[config.mk]
export PLATFORM = sky130hd
export DESIGN_NAME = um_to_x86_code_translator
export DESIGN_NICKNAME = d
export VERILOG_FILES = /design/src/rtl/core/umx_pkg.sv /design/src/rtl/core/umx_front.sv /design/src/rtl/core/umx_queue.sv /design/src/rtl/core/umx_back.sv /design/src/rtl/core/um_to_x86_code_translator.sv
export SDC_FILE = /design/constraint.sdc
export NUM_CORES = 1
export LEC_CHECK = 0
export ABC_CLOCK_PERIOD_IN_PS = 3900
export BUFFER_PORTS_ARGS = -buffer_cell sky130_fd_sc_hd__buf_4
export CAP_MARGIN = 20
export CORE_MARGIN = 2
export CORE_UTILIZATION = 55
export CTS_CLUSTER_DIAMETER = 120
export DETAILED_ROUTE_END_ITERATION = 8
export PLACE_DENSITY = 0.82
export SLEW_MARGIN = 20
export SYNTH_ARGS = -nofsm -noshare
export SYNTH_HDL_FRONTEND = slang
export SYNTH_SLANG_ARGS = --single-unit
export TNS_END_PERCENT = 5
[constraint.sdc]
create_clock -name clk -period 3.9 [get_ports clk]
set_input_delay 0.39 -clock clk [delete_from_list [all_inputs] [get_ports clk]]
set_output_delay 0.39 -clock clk [all_outputs]
set_load 0.005 [all_outputs]
[src/rtl/core/umx_pkg.sv]
// Shared types, constants and code templates for the UM to x86-64 translator.
// Used by every module of the block; depends on nothing else.
package umx_pkg;

	localparam int unsigned CHUNK_BYTES_DEF = 13;
	localparam int unsigned CHUNK_BYTES_MAX = 32;
	localparam int unsigned TMPL_LEN        = 13;
	localparam int unsigned TMPL_IDX_W      = $clog2(TMPL_LEN);
	localparam int unsigned IDX_W           = $clog2(CHUNK_BYTES_MAX);
	localparam int unsigned NUM_SELS        = 8;
	localparam int unsigned CFG_IDX_W       = 8;
	localparam int unsigned QUEUE_DEPTH_DEF = 2;

	typedef logic [7:0]  u8_t;
	typedef logic [31:0] word_t;
	typedef logic [NUM_SELS-1:0][7:0] sel_bank_t;
	typedef logic [0:TMPL_LEN-1][7:0] tmpl_t;

	// A completed instruction word moving between the front, the queue and the back.
	typedef struct packed {
		logic  valid;
		word_t word;
	} word_slot_t;

	// Helper selector register indexes.
	localparam logic [2:0] SEL_SEG_LOAD     = 3'd0;
	localparam logic [2:0] SEL_SEG_STORE    = 3'd1;
	localparam logic [2:0] SEL_HALT         = 3'd2;
	localparam logic [2:0] SEL_MAP          = 3'd3;
	localparam logic [2:0] SEL_UNMAP        = 3'd4;
	localparam logic [2:0] SEL_OUTPUT       = 3'd5;
	localparam logic [2:0] SEL_INPUT        = 3'd6;
	localparam logic [2:0] SEL_LOAD_PROGRAM = 3'd7;

	localparam sel_bank_t SEL_RESET = {8'd7, 8'd6, 8'd5, 8'd4, 8'd3, 8'd2, 8'd1, 8'd0};

	// Universal Machine opcodes.
	localparam logic [3:0] OP_CMOV    = 4'd0;
	localparam logic [3:0] OP_SEGLOAD = 4'd1;
	localparam logic [3:0] OP_SEGSTOR = 4'd2;
	localparam logic [3:0] OP_ADD     = 4'd3;
	localparam logic [3:0] OP_MUL     = 4'd4;
	localparam logic [3:0] OP_DIV     = 4'd5;
	localparam logic [3:0] OP_NAND    = 4'd6;
	localparam logic [3:0] OP_HALT    = 4'd7;
	localparam logic [3:0] OP_MAP     = 4'd8;
	localparam logic [3:0] OP_FREESEG = 4'd9;
	localparam logic [3:0] OP_OUTPUT  = 4'd10;
	localparam logic [3:0] OP_INPUT   = 4'd11;
	localparam logic [3:0] OP_LOADPRG = 4'd12;
	localparam logic [3:0] OP_LOADVAL = 4'd13;

	// Three-byte nop (0F 1F 00) used as padding inside templates.
	localparam logic [23:0] NOP3 = 24'h0F1F00;

	// Full code template of one instruction word; byte 0 is emitted first.
	function automatic tmpl_t build_tmpl(word_t w, sel_bank_t sel);
		tmpl_t      t;
		logic [3:0] op;
		logic [2:0] a, b, c, ra, mv, kp;
		u8_t        s;
		op = w[31:28];
		a  = w[8:6];
		b  = w[5:3];
		c  = w[2:0];
		ra = w[27:25];
		mv = (a == c) ? c : b;
		kp = (a == c) ? b : c;
		s  = (op == OP_FREESEG) ? sel[SEL_UNMAP] : sel[SEL_OUTPUT];
		t  = '0;
		unique case (op) inside
			OP_CMOV: begin
				t = {8'h45, 8'h85, {2'b11, c, c}, 8'h45, 8'h0F, 8'h45, {2'b11, a, b},
					NOP3, NOP3};
			end
			OP_SEGLOAD: begin
				t = {8'h44, 8'h89, {2'b11, b, 3'b111}, 8'h44, 8'h89, {2'b11, c, 3'b110},
					8'hB0, sel[SEL_SEG_LOAD], 8'hFF, 8'hD3, 8'h41, 8'h89, {5'b11000, a}};
			end
			OP_SEGSTOR: begin
				t = {8'h44, 8'h89, {2'b11, a, 3'b111}, 8'h44, 8'h89, {2'b11, b, 3'b110},
					8'h44, 8'h89, {2'b11, c, 3'b010},
					8'hB0, sel[SEL_SEG_STORE], 8'hFF, 8'hD3};
			end
			OP_ADD: begin
				t = {8'h44, 8'h89, {2'b11, b, 3'b000}, 8'h44, 8'h01, {2'b11, c, 3'b000},
					8'h41, 8'h89, {5'b11000, a}, 8'h90, NOP3};
			end
			OP_MUL: begin
				t = {8'h44, 8'h89, {2'b11, b, 3'b000}, 8'h41, 8'hF7, {5'b11100, c},
					8'h41, 8'h89, {5'b11000, a}, 8'h90, NOP3};
			end
			OP_DIV: begin
				t = {8'h31, 8'hD2, 8'h44, 8'h89, {2'b11, b, 3'b000}, 8'h49, 8'hF7,
					{5'b11110, c}, 8'h41, {5'b10010, a}, NOP3};
			end
			OP_NAND: begin
				// When A equals C the operands trade places so A is read before written.
				t = {8'h45, 8'h8B, {2'b11, a, mv}, 8'h45, 8'h23, {2'b11, a, kp},
					8'h41, 8'hF7, {5'b11010, a}, 8'h90, NOP3};
			end
			OP_HALT: begin
				t = {8'hB0, sel[SEL_HALT], 8'hFF, 8'hE3, 72'h0};
			end
			OP_MAP: begin
				t = {8'h44, 8'h89, {2'b11, c, 3'b111}, 8'hB0, sel[SEL_MAP], 8'hFF, 8'hD3,
					8'h41, 8'h89, {5'b11000, b}, NOP3};
			end
			OP_FREESEG, OP_OUTPUT: begin
				t = {8'h44, 8'h89, {2'b11, c, 3'b111}, 8'hB0, s, 8'hFF, 8'hD3, NOP3, NOP3};
			end
			OP_INPUT: begin
				t = {8'hB0, sel[SEL_INPUT], 8'hFF, 8'hD3, 8'h41, 8'h89, {5'b11000, c},
					NOP3, NOP3};
			end
			OP_LOADPRG: begin
				t = {8'h44, 8'h89, {2'b11, c, 3'b110}, 8'h44, 8'h89, {2'b11, b, 3'b111},
					8'hB0, sel[SEL_LOAD_PROGRAM], 8'hFF, 8'hE3, 24'h0};
			end
			OP_LOADVAL: begin
				// 25-bit immediate stored little-endian in four bytes.
				t = {8'h41, 8'hC7, {5'b11000, ra}, w[7:0], w[15:8], w[23:16],
					{7'd0, w[24]}, NOP3, NOP3};
			end
			default: begin
				t = '0;
			end
		endcase
		return t;
	endfunction

	// One byte of the chunk; positions past the template are zero padding.
	function automatic u8_t pick_byte(word_t w, sel_bank_t sel, logic [IDX_W-1:0] idx);
		tmpl_t t;
		u8_t   r;
		t = build_tmpl(w, sel);
		r = '0;
		if (idx < IDX_W'(TMPL_LEN)) begin
			r = t[idx[TMPL_IDX_W-1:0]];
		end
		return r;
	endfunction

endpackage

[src/rtl/core/umx_front.sv]
// Front end: gathers big-endian program bytes into 32-bit instruction words.
// Depends on umx_pkg; feeds umx_queue.
module umx_front (
	input  logic               clk,
	input  logic               arst_n,
	input  logic               prog_valid,
	output logic               prog_stall,
	input  logic [7:0]         prog_byte,
	input  logic               q_full,
	output umx_pkg::word_slot_t push
);

	logic [1:0]  phase_q;
	logic [23:0] partial_q;
	logic        accept;
	logic        last_byte;

	assign last_byte  = (phase_q == 2'd3);
	// Only the fourth byte needs room in the queue.
	assign prog_stall = last_byte && q_full;
	assign accept     = prog_valid && !prog_stall;

	assign push.valid = accept && last_byte;
	assign push.word  = {partial_q, prog_byte};

	always_ff @(posedge clk or negedge arst_n) begin
		if (!arst_n) begin
			phase_q   <= '0;
			partial_q <= '0;
		end else if (accept) begin
			phase_q <= phase_q + 2'd1;
			if (last_byte) begin
				partial_q <= '0;
			end else begin
				partial_q <= {partial_q[15:0], prog_byte};
			end
		end
	end

endmodule

[src/rtl/core/umx_queue.sv]
// Short word queue between the front end and the code emitter.
// Depends on umx_pkg; sits between umx_front and umx_back.
module umx_queue #(
	parameter int unsigned QUEUE_DEPTH = umx_pkg::QUEUE_DEPTH_DEF
) (
	input  logic                clk,
	input  logic                arst_n,
	input  umx_pkg::word_slot_t push,
	output logic                full,
	output umx_pkg::word_slot_t head,
	input  logic                pop
);

	localparam int unsigned PW = (QUEUE_DEPTH > 1) ? $clog2(QUEUE_DEPTH) : 1;
	localparam int unsigned CW = $clog2(QUEUE_DEPTH + 1);

	umx_pkg::word_t  mem_q [QUEUE_DEPTH];
	logic [PW-1:0]   wr_ptr_q;
	logic [PW-1:0]   rd_ptr_q;
	logic [CW-1:0]   count_q;
	logic            do_push;
	logic            do_pop;

	assign full       = (count_q == CW'(QUEUE_DEPTH));
	assign head.valid = (count_q != '0);
	assign head.word  = mem_q[rd_ptr_q];
	assign do_push    = push.valid && !full;
	assign do_pop     = pop && head.valid;

	always_ff @(posedge clk) begin
		if (do_push) begin
			mem_q[wr_ptr_q] <= push.word;
		end
	end

	always_ff @(posedge clk or negedge arst_n) begin
		if (!arst_n) begin
			wr_ptr_q <= '0;
			rd_ptr_q <= '0;
			count_q  <= '0;
		end else begin
			if (do_push) begin
				wr_ptr_q <= (wr_ptr_q == PW'(QUEUE_DEPTH - 1)) ? '0 : wr_ptr_q + PW'(1);
			end
			if (do_pop) begin
				rd_ptr_q <= (rd_ptr_q == PW'(QUEUE_DEPTH - 1)) ? '0 : rd_ptr_q + PW'(1);
			end
			if (do_push && !do_pop) begin
				count_q <= count_q + CW'(1);
			end else if (do_pop && !do_push) begin
				count_q <= count_q - CW'(1);
			end
		end
	end

	ap_no_overflow: assert property (@(posedge clk) disable iff (!arst_n)
		count_q <= CW'(QUEUE_DEPTH))
		else $error("queue count above depth");
	ap_push_counts: assert property (@(posedge clk) disable iff (!arst_n)
		(do_push && !do_pop) |=> (count_q == $past(count_q) + CW'(1)))
		else $error("push did not raise queue count");
	ap_pop_counts: assert property (@(posedge clk) disable iff (!arst_n)
		(do_pop && !do_push) |=> (count_q == $past(count_q) - CW'(1)))
		else $error("pop did not lower queue count");

endmodule

[src/rtl/core/umx_back.sv]
// Back end: expands one queued instruction word into its x86-64 code chunk,
// one byte per cycle through an output register unless stalled. Depends on umx_pkg.
module umx_back #(
	parameter int unsigned CHUNK_BYTES = umx_pkg::CHUNK_BYTES_DEF
) (
	input  logic                clk,
	input  logic                arst_n,
	input  umx_pkg::sel_bank_t  sels,
	input  umx_pkg::word_slot_t head,
	output logic                pop,
	output logic                code_valid,
	input  logic                code_stall,
	output logic [7:0]          code_byte,
	output logic                chunk_end
);

	localparam int unsigned CW = $clog2(CHUNK_BYTES);
	localparam logic [CW-1:0] LAST = CW'(CHUNK_BYTES - 1);

	logic           busy_q;
	umx_pkg::word_t word_q;
	logic [CW-1:0]  cnt_q;
	logic           out_valid_q;
	umx_pkg::u8_t   code_byte_q;
	logic           chunk_end_q;
	logic           adv;
	logic           at_last;

	assign adv     = !out_valid_q || !code_stall;
	assign at_last = (cnt_q == LAST);
	// A new word loads when idle, or as the last byte of the chunk is registered.
	assign pop     = head.valid && (!busy_q || (adv && at_last));

	assign code_valid = out_valid_q;
	assign code_byte  = code_byte_q;
	assign chunk_end  = chunk_end_q;

	always_ff @(posedge clk) begin
		if (pop) begin
			word_q <= head.word;
		end
		if (adv && busy_q) begin
			code_byte_q <= umx_pkg::pick_byte(word_q, sels, umx_pkg::IDX_W'(cnt_q));
			chunk_end_q <= at_last;
		end
	end

	always_ff @(posedge clk or negedge arst_n) begin
		if (!arst_n) begin
			busy_q      <= 1'b0;
			cnt_q       <= '0;
			out_valid_q <= 1'b0;
		end else begin
			if (adv) begin
				out_valid_q <= busy_q;
			end
			if (pop) begin
				busy_q <= 1'b1;
				cnt_q  <= '0;
			end else if (adv && busy_q) begin
				if (at_last) begin
					busy_q <= 1'b0;
					cnt_q  <= '0;
				end else begin
					cnt_q <= cnt_q + CW'(1);
				end
			end
		end
	end

	ap_cnt_range: assert property (@(posedge clk) disable iff (!arst_n)
		cnt_q <= LAST)
		else $error("byte counter past end of chunk");
	ap_load_restarts: assert property (@(posedge clk) disable iff (!arst_n)
		pop |=> (busy_q && cnt_q == '0))
		else $error("loaded word did not restart the chunk");
	ap_last_marks_end: assert property (@(posedge clk) disable iff (!arst_n)
		(adv && busy_q && at_last) |=> (out_valid_q && chunk_end_q))
		else $error("last byte of chunk not marked");
	ap_end_from_last: assert property (@(posedge clk) disable iff (!arst_n)
		(adv && busy_q && !at_last) |=> (out_valid_q && !chunk_end_q))
		else $error("chunk end marked early");

endmodule

[src/rtl/core/um_to_x86_code_translator.sv]
// Top level of the UM to x86-64 code translator: config registers and the
// front, queue and back parts. Depends on umx_pkg, umx_front, umx_queue, umx_back.
//
// Usage: program bytes enter on prog_valid/prog_stall/prog_byte, most significant
// byte of each 32-bit instruction word first. Every fourth byte completes a word,
// which becomes a chunk of CHUNK_BYTES x86-64 code bytes on code_valid/code_stall,
// one byte per item, with chunk_end high on the final byte of each chunk.
// The output is one code byte per cycle while code_stall is low, set by the single
// byte counter of the back end, so the rate of the chunk output paces sustained
// input. A completed word passes through the queue, then the word register of
// the back end, then the output register, before the first code byte of its
// chunk is valid, if the back end is free.
// The front end takes bytes of the next word while a chunk is still streaming;
// a short queue of completed words lets the two sides stall independently. Only
// the fourth byte of a word can be stalled, when that queue is full.
// When the receiver raises code_stall the output register holds its byte and
// the back end waits; the front end keeps filling the queue.
// Reset clears the byte phase, the queue and the output valid flag and sets the
// helper selectors to 0 through 7; no clearing pass follows. Configuration
// writes (cfg_valid with cfg_ready, always ready) are never held off; indexes of
// 8 and above are ignored.
module um_to_x86_code_translator #(
	parameter int unsigned CHUNK_BYTES = umx_pkg::CHUNK_BYTES_DEF,
	parameter int unsigned QUEUE_DEPTH = umx_pkg::QUEUE_DEPTH_DEF
) (
	input  logic                          clk,
	input  logic                          arst_n,
	input  logic                          prog_valid,
	output logic                          prog_stall,
	input  logic [7:0]                    prog_byte,
	output logic                          code_valid,
	input  logic                          code_stall,
	output logic [7:0]                    code_byte,
	output logic                          chunk_end,
	input  logic                          cfg_valid,
	output logic                          cfg_ready,
	input  logic [umx_pkg::CFG_IDX_W-1:0] cfg_index,
	input  logic [7:0]                    cfg_data
);

	umx_pkg::sel_bank_t  sels_q;
	umx_pkg::word_slot_t push;
	umx_pkg::word_slot_t head;
	logic                q_full;
	logic                pop;

	// Selector registers; the write port never stalls.
	assign cfg_ready = 1'b1;

	always_ff @(posedge clk or negedge arst_n) begin
		if (!arst_n) begin
			sels_q <= umx_pkg::SEL_RESET;
		end else if (cfg_valid && cfg_ready
				&& cfg_index < umx_pkg::CFG_IDX_W'(umx_pkg::NUM_SELS)) begin
			sels_q[cfg_index[$clog2(umx_pkg::NUM_SELS)-1:0]] <= cfg_data;
		end
	end

	// Byte gathering.
	umx_front u_front (
		.clk       (clk),
		.arst_n    (arst_n),
		.prog_valid(prog_valid),
		.prog_stall(prog_stall),
		.prog_byte (prog_byte),
		.q_full    (q_full),
		.push      (push)
	);

	// Decoupling queue of completed words.
	umx_queue #(
		.QUEUE_DEPTH(QUEUE_DEPTH)
	) u_queue (
		.clk   (clk),
		.arst_n(arst_n),
		.push  (push),
		.full  (q_full),
		.head  (head),
		.pop   (pop)
	);

	// Chunk emission.
	umx_back #(
		.CHUNK_BYTES(CHUNK_BYTES)
	) u_back (
		.clk       (clk),
		.arst_n    (arst_n),
		.sels      (sels_q),
		.head      (head),
		.pop       (pop),
		.code_valid(code_valid),
		.code_stall(code_stall),
		.code_byte (code_byte),
		.chunk_end (chunk_end)
	);

endmodule

After elaboration in Yosys (flattened, before gate mapping)
Memories as Yosys holds them, arrays and structs flattened. A register that Yosys moved wholly into a read port is not among the register bits.
Cells that the tools add are included.

cells by class
  $add $sub $neg = 6
  order comparisons = 5
  equal/unequal tests = 17
  muxes and demuxes = 24
  bitwise gates (word level) = 1
  reductions and logical operators = 28

operator list
  operator                                                    number
  one-hot mux 104 bit (13 select lines)                       1
  two-way mux 104 bit                                         1
  bitwise mux 64 bit                                          1
  binary-select mux 8 bit (select 4 bit)                      1
  two-way mux 8 bit                                           4
  equality test 4 bit, second input constant                  7
  demux 8 bit (select 3 bit)                                  1
  two-way mux 24 bit                                          1
  equality test 4 x 3 -> 1 bit, second input constant         4
  logical AND 1 bit                                           12
  two-way mux 4 bit                                           3
  equality test 4 x 2 -> 1 bit, second input constant         2
  less-than comparator 8 x 4 -> 1 bit, second input constant  1
  nonzero test 2 bit                                          4
  logical NOT 1 bit                                           7
  two-way mux 1 bit                                           7
  two-way mux 3 bit                                           2
  greater-or-equal comparator 5 bit, second input constant    1
  inverter 4 -> 5 bit                                         1
  adder 2 x 1 -> 2 bit, second input constant                 2
  adder 4 x 1 -> 4 bit, second input constant                 1
  equality test 2 bit, second input constant                  2
  equality test 4 x 1 -> 1 bit, second input constant         1
  logical NOT 4 bit                                           1
  other kinds (10)                                            13

storage, ports and cells
  register bits = 109
  memory bits (writable) = 64
  output and inout port bits = 12
  word-level logic and storage cells = 100
  memories = 1

memory list
  memory         words  width  rd ports  clocked after memory_dff  wr ports  RTL line         text
  u_queue.mem_q  2      32     1         1                         1         umx_queue.sv:17  umx_pkg::word_t mem_q [QUEUE_DEPTH];

Logic depth before layout (Yosys ltp)
  depth in word-level cells = 10
  mapped depth = 12
  depth with buffers taken out = 10

By module
Synthesis repeated with hierarchy kept, for this count alone.

second synthesis, totals
  cell total of the unflattened synthesis = 940
  area, all modules = 10945.5 um^2

by module, submodules not included
  module                     times used  cells each  area an instance (um^2)  seq. area each (um^2)
  umx_back                   1           605         4657.0                   1381.3
  umx_queue                  1           119         2662.6                   2021.9
  um_to_x86_code_translator  1           145         2576.2                   1616.6
  umx_front                  1           71          1049.8                   650.6

Worst setup path after synthesis
OpenSTA, ideal clock, no wires.

  kind = flip-flop to flip-flop
  from = register u_back.cnt_q[0]
  to = register u_back.word_q[0] (read register of u_queue.mem_q) (enable)
  setup time = 0.387 ns
  arrival time = 2.398 ns
  slack = 1.115 ns
  stages on the path, launching flop included = 10
  path through = dfrtp_1 inv_1 clkbuf_1 clkbuf_1 ha_1 and3_1 nand2_1 nand2_1 o21ai_0 inv_1

on the way
  cells in the longest elaborated chain, start to end = 4

ends and longest elaborated chain
  element                   RTL line                         text
  start: declaration        umx_back.sv:22                   logic [CW-1:0] cnt_q;
  start signal: assignment  umx_back.sv:65                   cnt_q <= cnt_q + CW'(1);
  equality test 4 bit       umx_back.sv:30                   assign at_last = (cnt_q == LAST);
  named net u_back.at_last  umx_back.sv:27                   logic at_last;
  logical AND 1 bit         umx_back.sv:32                   assign pop = head.valid && (!busy_q || (adv && at_last));
  logical OR 1 bit          umx_back.sv:32
  logical AND 1 bit         umx_back.sv:32
  named net pop             um_to_x86_code_translator.sv:45  logic pop;
  end: declaration          umx_back.sv:21                   umx_pkg::word_t word_q;

The timed path passes the listed nets, and every way through them passes these cells.
A chain may end at the register's enable or synchronous reset.

Final worst setup path
  from = register u_back.word_q[29] (read register of u_queue.mem_q)
  to = register u_back.code_byte_q[4] (netlist: u_back.code_byte[4]), data pin

on the way
  cells in the longest elaborated chain, start to end = 7

ends and longest elaborated chain
  element                                                   RTL line                       text
  equality test 4 bit (on tied branches)                    umx_pkg.sv:136, umx_pkg.sv:69
  OR reduction 2 bit or two-way mux 8 bit (tied branches)   umx_pkg.sv:71, umx_pkg.sv:69
  one-hot mux 104 bit (13 select lines) (*)                 umx_pkg.sv:71                  unique case (op) inside
  two-way mux 104 bit (*)                                   umx_back.sv:42                 if (adv && busy_q) begin
  binary-select mux 8 bit (select 4 bit) (*)                umx_pkg.sv:139                 r = t[idx[TMPL_IDX_W-1:0]];
  two-way mux 8 bit (implied by the code) (*) (2 in a row)  umx_pkg.sv:139
  end signal: assignment                                    umx_back.sv:43                 code_byte_q <= umx_pkg::pick_byte(word_q, sels, umx_pkg::IDX_W'(cnt_q));
  end: declaration                                          umx_back.sv:24                 umx_pkg::u8_t code_byte_q;

Mark *: on every way between the ends. The rest lies on a longest branch, timed or not. The select of a mux whose other input is x is not followed.

==> results.json <==
{
  "status": "completed",
  "power_mw": 7.050,
  "netlist_instances": 962,
  "yosysSeqAreaShare": 0.5311,
  "core-area_um2": 18890,
  "r2r_slack_ns": 0.77,
  "fin_setup_tns_ns": 0,
  "die_x_um": 143.3,
  "gp_congestion": 1.059,
  "antenna_found_initial": 0,
  "met1_usage": 0.4790,
  "via_per_inst": 6.869,
  "path_cells": "buf_4 -> nor2b_1 -> a22o_1 -> a22oi_1 -> o21ai_0 -> a21oi_1 -> a211oi_1 -> o2bb2ai_1",
  "reg2reg_depth": 8,
  "async_reset_ff_frac": 0.4878,
  "grtUsageTotal": 0.3577,
  "ir_drop_uv": 623.9,
  "arrival_ns": 3.48,
  "synth_warnings": 0,
  "p_leak_nw": 4.669,
  "comb_power_share": 0.277,
  "diodes": 0,
  "drt-total-wl_mm": 36.06,
  "fillers": 1500,
  "path_delay_family": "compound AO/OA/AOI/OAI gates",
  "post-route-period-util": 0.8029,
  "cap_violations": 0,
  "slew_viol_final": 0,
  "post_cts_resized": 0,
  "worstSetupEndpointType": "register",
  "drc": 0,
  "final_layout_size_suffix_gt1_frac": 0.2528,
  "relSlewSlack": 0.2886,
  "drtIter0Drc": 1031,
  "cts_sinks": 205,
  "io_buffers": 39,
  "power.density_nw_per_um2": 589.2,
  "max_freq_mhz": 319.4,
  "post_synth_num_cell_types": 77,
  "yosysTopAreaCellShare": 0.2953,
  "ys.flop_type": "edfxtp_1",
  "post_cts_buffers": 0,
  "r2r_end": "u_back.code_byte[4]",
  "cp.required_ns": 4.24,
  "htreeDepth": 1,
  "post_drt_wl_per_cell_um": 28.69,
  "rsz0062_at_grt": "false",
  "slowest_delay_ns": 0.83,
  "dieArea_um2": 20540,
  "netlist_area_um2": 10680,
  "synth_nets": 996,
  "p_switching_mw": 2.311,
  "numCtsBuffers": 21,
  "period_needed_ns": 3.131,
  "path_class": "reg2reg",
  "cts_tree": "yes",
  "internal_power_mw": 4.738,
  "final_hold_viol_count": 0,
  "cts-root-buf": "clkbuf_16",
  "worst_pin_slew_ns": 1.065,
  "die-height_um": 143.3,
  "worst-path-buf-inv": 1,
  "hold_buffers": 0,
  "yosys_register_bits": 205,
  "grt_max_degree": 67,
  "ios": 41,
  "crit_fanout": 13,
  "skew_ns": 0.02230,
  "final_nets": 1017,
  "seqPwrFrac": 0.432,
  "min_path_type": "in2async",
  "synthTopCellsByArea": "edfxtp_1 (30%), dfrtp_1 (21%), mux2_2 (10%)",
  "postSynthAreaPerCell_um2": 11.10,
  "use_met3": 0.06731,
  "reg2reg_from": "u_back.word_q[29]",
  "syn_to_final_growth_pct": 12.07,
  "path_clk_slew_ns": 0.06,
  "power_frac_clock": 0.291,
  "start_util": 0.5651,
  "busiest_layer": "met2",
  "clk_path_buf_depth": 3,
  "grt_pass1_wl_mm": 53.70,
  "first_global_vias": 8542,
  "yosysMostFrequentCell": "edfxtp_1",
  "setup_viol": 0,
  "gr-total-overflow": 0,
  "post-dp-hpwl_mm": 25.27,
  "yosys-top-cells-count": "edfxtp_1 (105), mux2_2 (97), dfrtp_1 (88)",
  "first_pass_iters": 5,
  "synth_edf_count": 105,
  "worstSetupStartpointType": "register",
  "clk_latency_ns": 0.51,
  "met2_usage": 0.5593,
  "synth.largest_area_cell": "edfxtp_1",
  "slowest_stage": "nor2b_1",
  "num_rows": 50,
  "vias": 8634,
  "final_antenna_net_count": 0,
  "switching_share": 0.3279
}
per-layer routing:
layer / vias to the layer above / share of wire
met5: - / 0
met4: 0 / 0.061
met3: 143 / 0.094
met2: 552 / 0.46
met1: 4268 / 0.39
li1: 3671 / -
registers in the layout, summed over array words and instances, names as in the netlist:
| signal | count |
|---|---|
| u_queue.mem_q | 64 |
| u_back.cnt_q | 4 |
| u_back.chunk_end | 1 |
| u_queue.rd_ptr_q | 1 |
| u_queue.count_q | 2 |
| u_back.word_q | 32 |
| u_back.code_byte | 8 |
| u_back.code_valid | 1 |
| u_back.busy_q | 1 |
| u_front.phase_q | 2 |
| sels_q | 64 |
| u_queue.wr_ptr_q | 1 |
| u_front.partial_q | 24 |
power groups by stage:
stage / clock network, mW / logic [mW] / registers, mW
floorplan: 0 / 1.28 / 2.92
CTS: 2.07 / 1.92 / 3.03
detailed placement: 0 / 1.89 / 3.07
global route: 2.16 / 2.09 / 3.07
global placement: 0 / 1.89 / 3.05
finish: 2.05 / 1.96 / 3.05
how the worst max path moves through the flow:
stage	from	end	slack (ns)	cells past startpoint
2_1_floorplan	u_back.cnt_q[0]	u_back.word_q[0]	1.12	9
5_1_grt	u_back.word_q[29]	u_back.code_byte[2]	0.74	8
3_5_place_dp	u_back.word_q[29]	u_back.code_byte[2]	1.02	8
4_1_cts	u_back.word_q[29]	u_back.code_byte[2]	0.96	8
6_report	u_back.word_q[29]	u_back.code_byte[4]	0.77	8
3_3_place_gp	u_back.word_q[29]	u_back.code_byte[4]	1.02	8
worst register-to-register path, stage by stage (launching register included):
cell	delay, ns
edfxtp_1	0.51
buf_4	0.26
nor2b_1	0.84
a22o_1	0.25
a22oi_1	0.06
o21ai_0	0.39
a21oi_1	0.23
a211oi_1	0.28
o2bb2ai_1	0.16
cell type report:
class / instances / area, um^2 / share of cell area
clock buffers: 29 / 606.8 / 0.05072
clock inverters: 8 / 100.1 / 0.008366
inverters: 11 / 41.29 / 0.003451
repair buffers: 84 / 668.1 / 0.05584
multi-input cells: 660 / 4552 / 0.3804
flip-flops and latches: 205 / 5672 / 0.4740
well taps: 260 / 325.3 / 0.02719
kinds of logic (layout without fill, tap and decap cells):
logic type | count (synthesis) | count (layout) | share of synthesized area
compound gates | 310 | 310 | 0.1928
xor+xnor | 9 | 9 | 0.008789
fa+ha+maj | 5 | 5 | 0.005860
buf+inv | 97 | 132 | 0.04301
flops | 205 | 205 | 0.5311
mux | 107 | 107 | 0.1117
other cells | 1 | 1 | 0.0003512
simple gates | 228 | 228 | 0.1064
through the flow:
stage / util / hold slack [ns] / cell area [um^2] / setup slack, ns / instances
after floorplan: - / 0.09441 / 10680 / 1.115 / 962
after global placement: 0.5958 / 0.4530 / 11260 / 1.016 / 1220
after detailed placement: 0.5958 / 0.4646 / 11260 / 1.017 / 1220
after CTS: 0.6332 / 0.04983 / 11960 / 0.9623 / 1257
after global routing: 0.6333 / 0.06602 / 11970 / 0.7423 / 1257
final: 0.6333 / 0.006935 / 11970 / 0.7687 / 1257
layout by cell type, fill, tap and decap left out, types with 6 or more instances in the layout:
| cell | Yosys | routed |
|---|---|---|
| a211oi_1 | 13 | 13 |
| a21oi_1 | 63 | 63 |
| a221oi_1 | 7 | 7 |
| a22o_1 | 26 | 26 |
| a22oi_1 | 13 | 13 |
| a31oi_1 | 19 | 19 |
| and3_1 | 6 | 6 |
| buf_4 | 5 | 81 |
| clkbuf_16 | 0 | 22 |
| dfrtp_1 | 88 | 87 |
| dfstp_2 | 12 | 12 |
| edfxtp_1 | 105 | 105 |
| inv_1 | 9 | 9 |
| mux2_2 | 97 | 97 |
| mux2i_1 | 10 | 10 |
| nand2_1 | 63 | 63 |
| nand2b_1 | 14 | 13 |
| nand3_1 | 15 | 15 |
| nor2_1 | 69 | 69 |
| nor2b_1 | 15 | 14 |
| nor3_1 | 14 | 14 |
| o211ai_1 | 8 | 8 |
| o21ai_0 | 83 | 83 |
| o22ai_1 | 10 | 10 |
| o31ai_1 | 9 | 9 |
| or2_2 | 6 | 6 |
No activity file was read; power rests on OpenSTA's default activity.
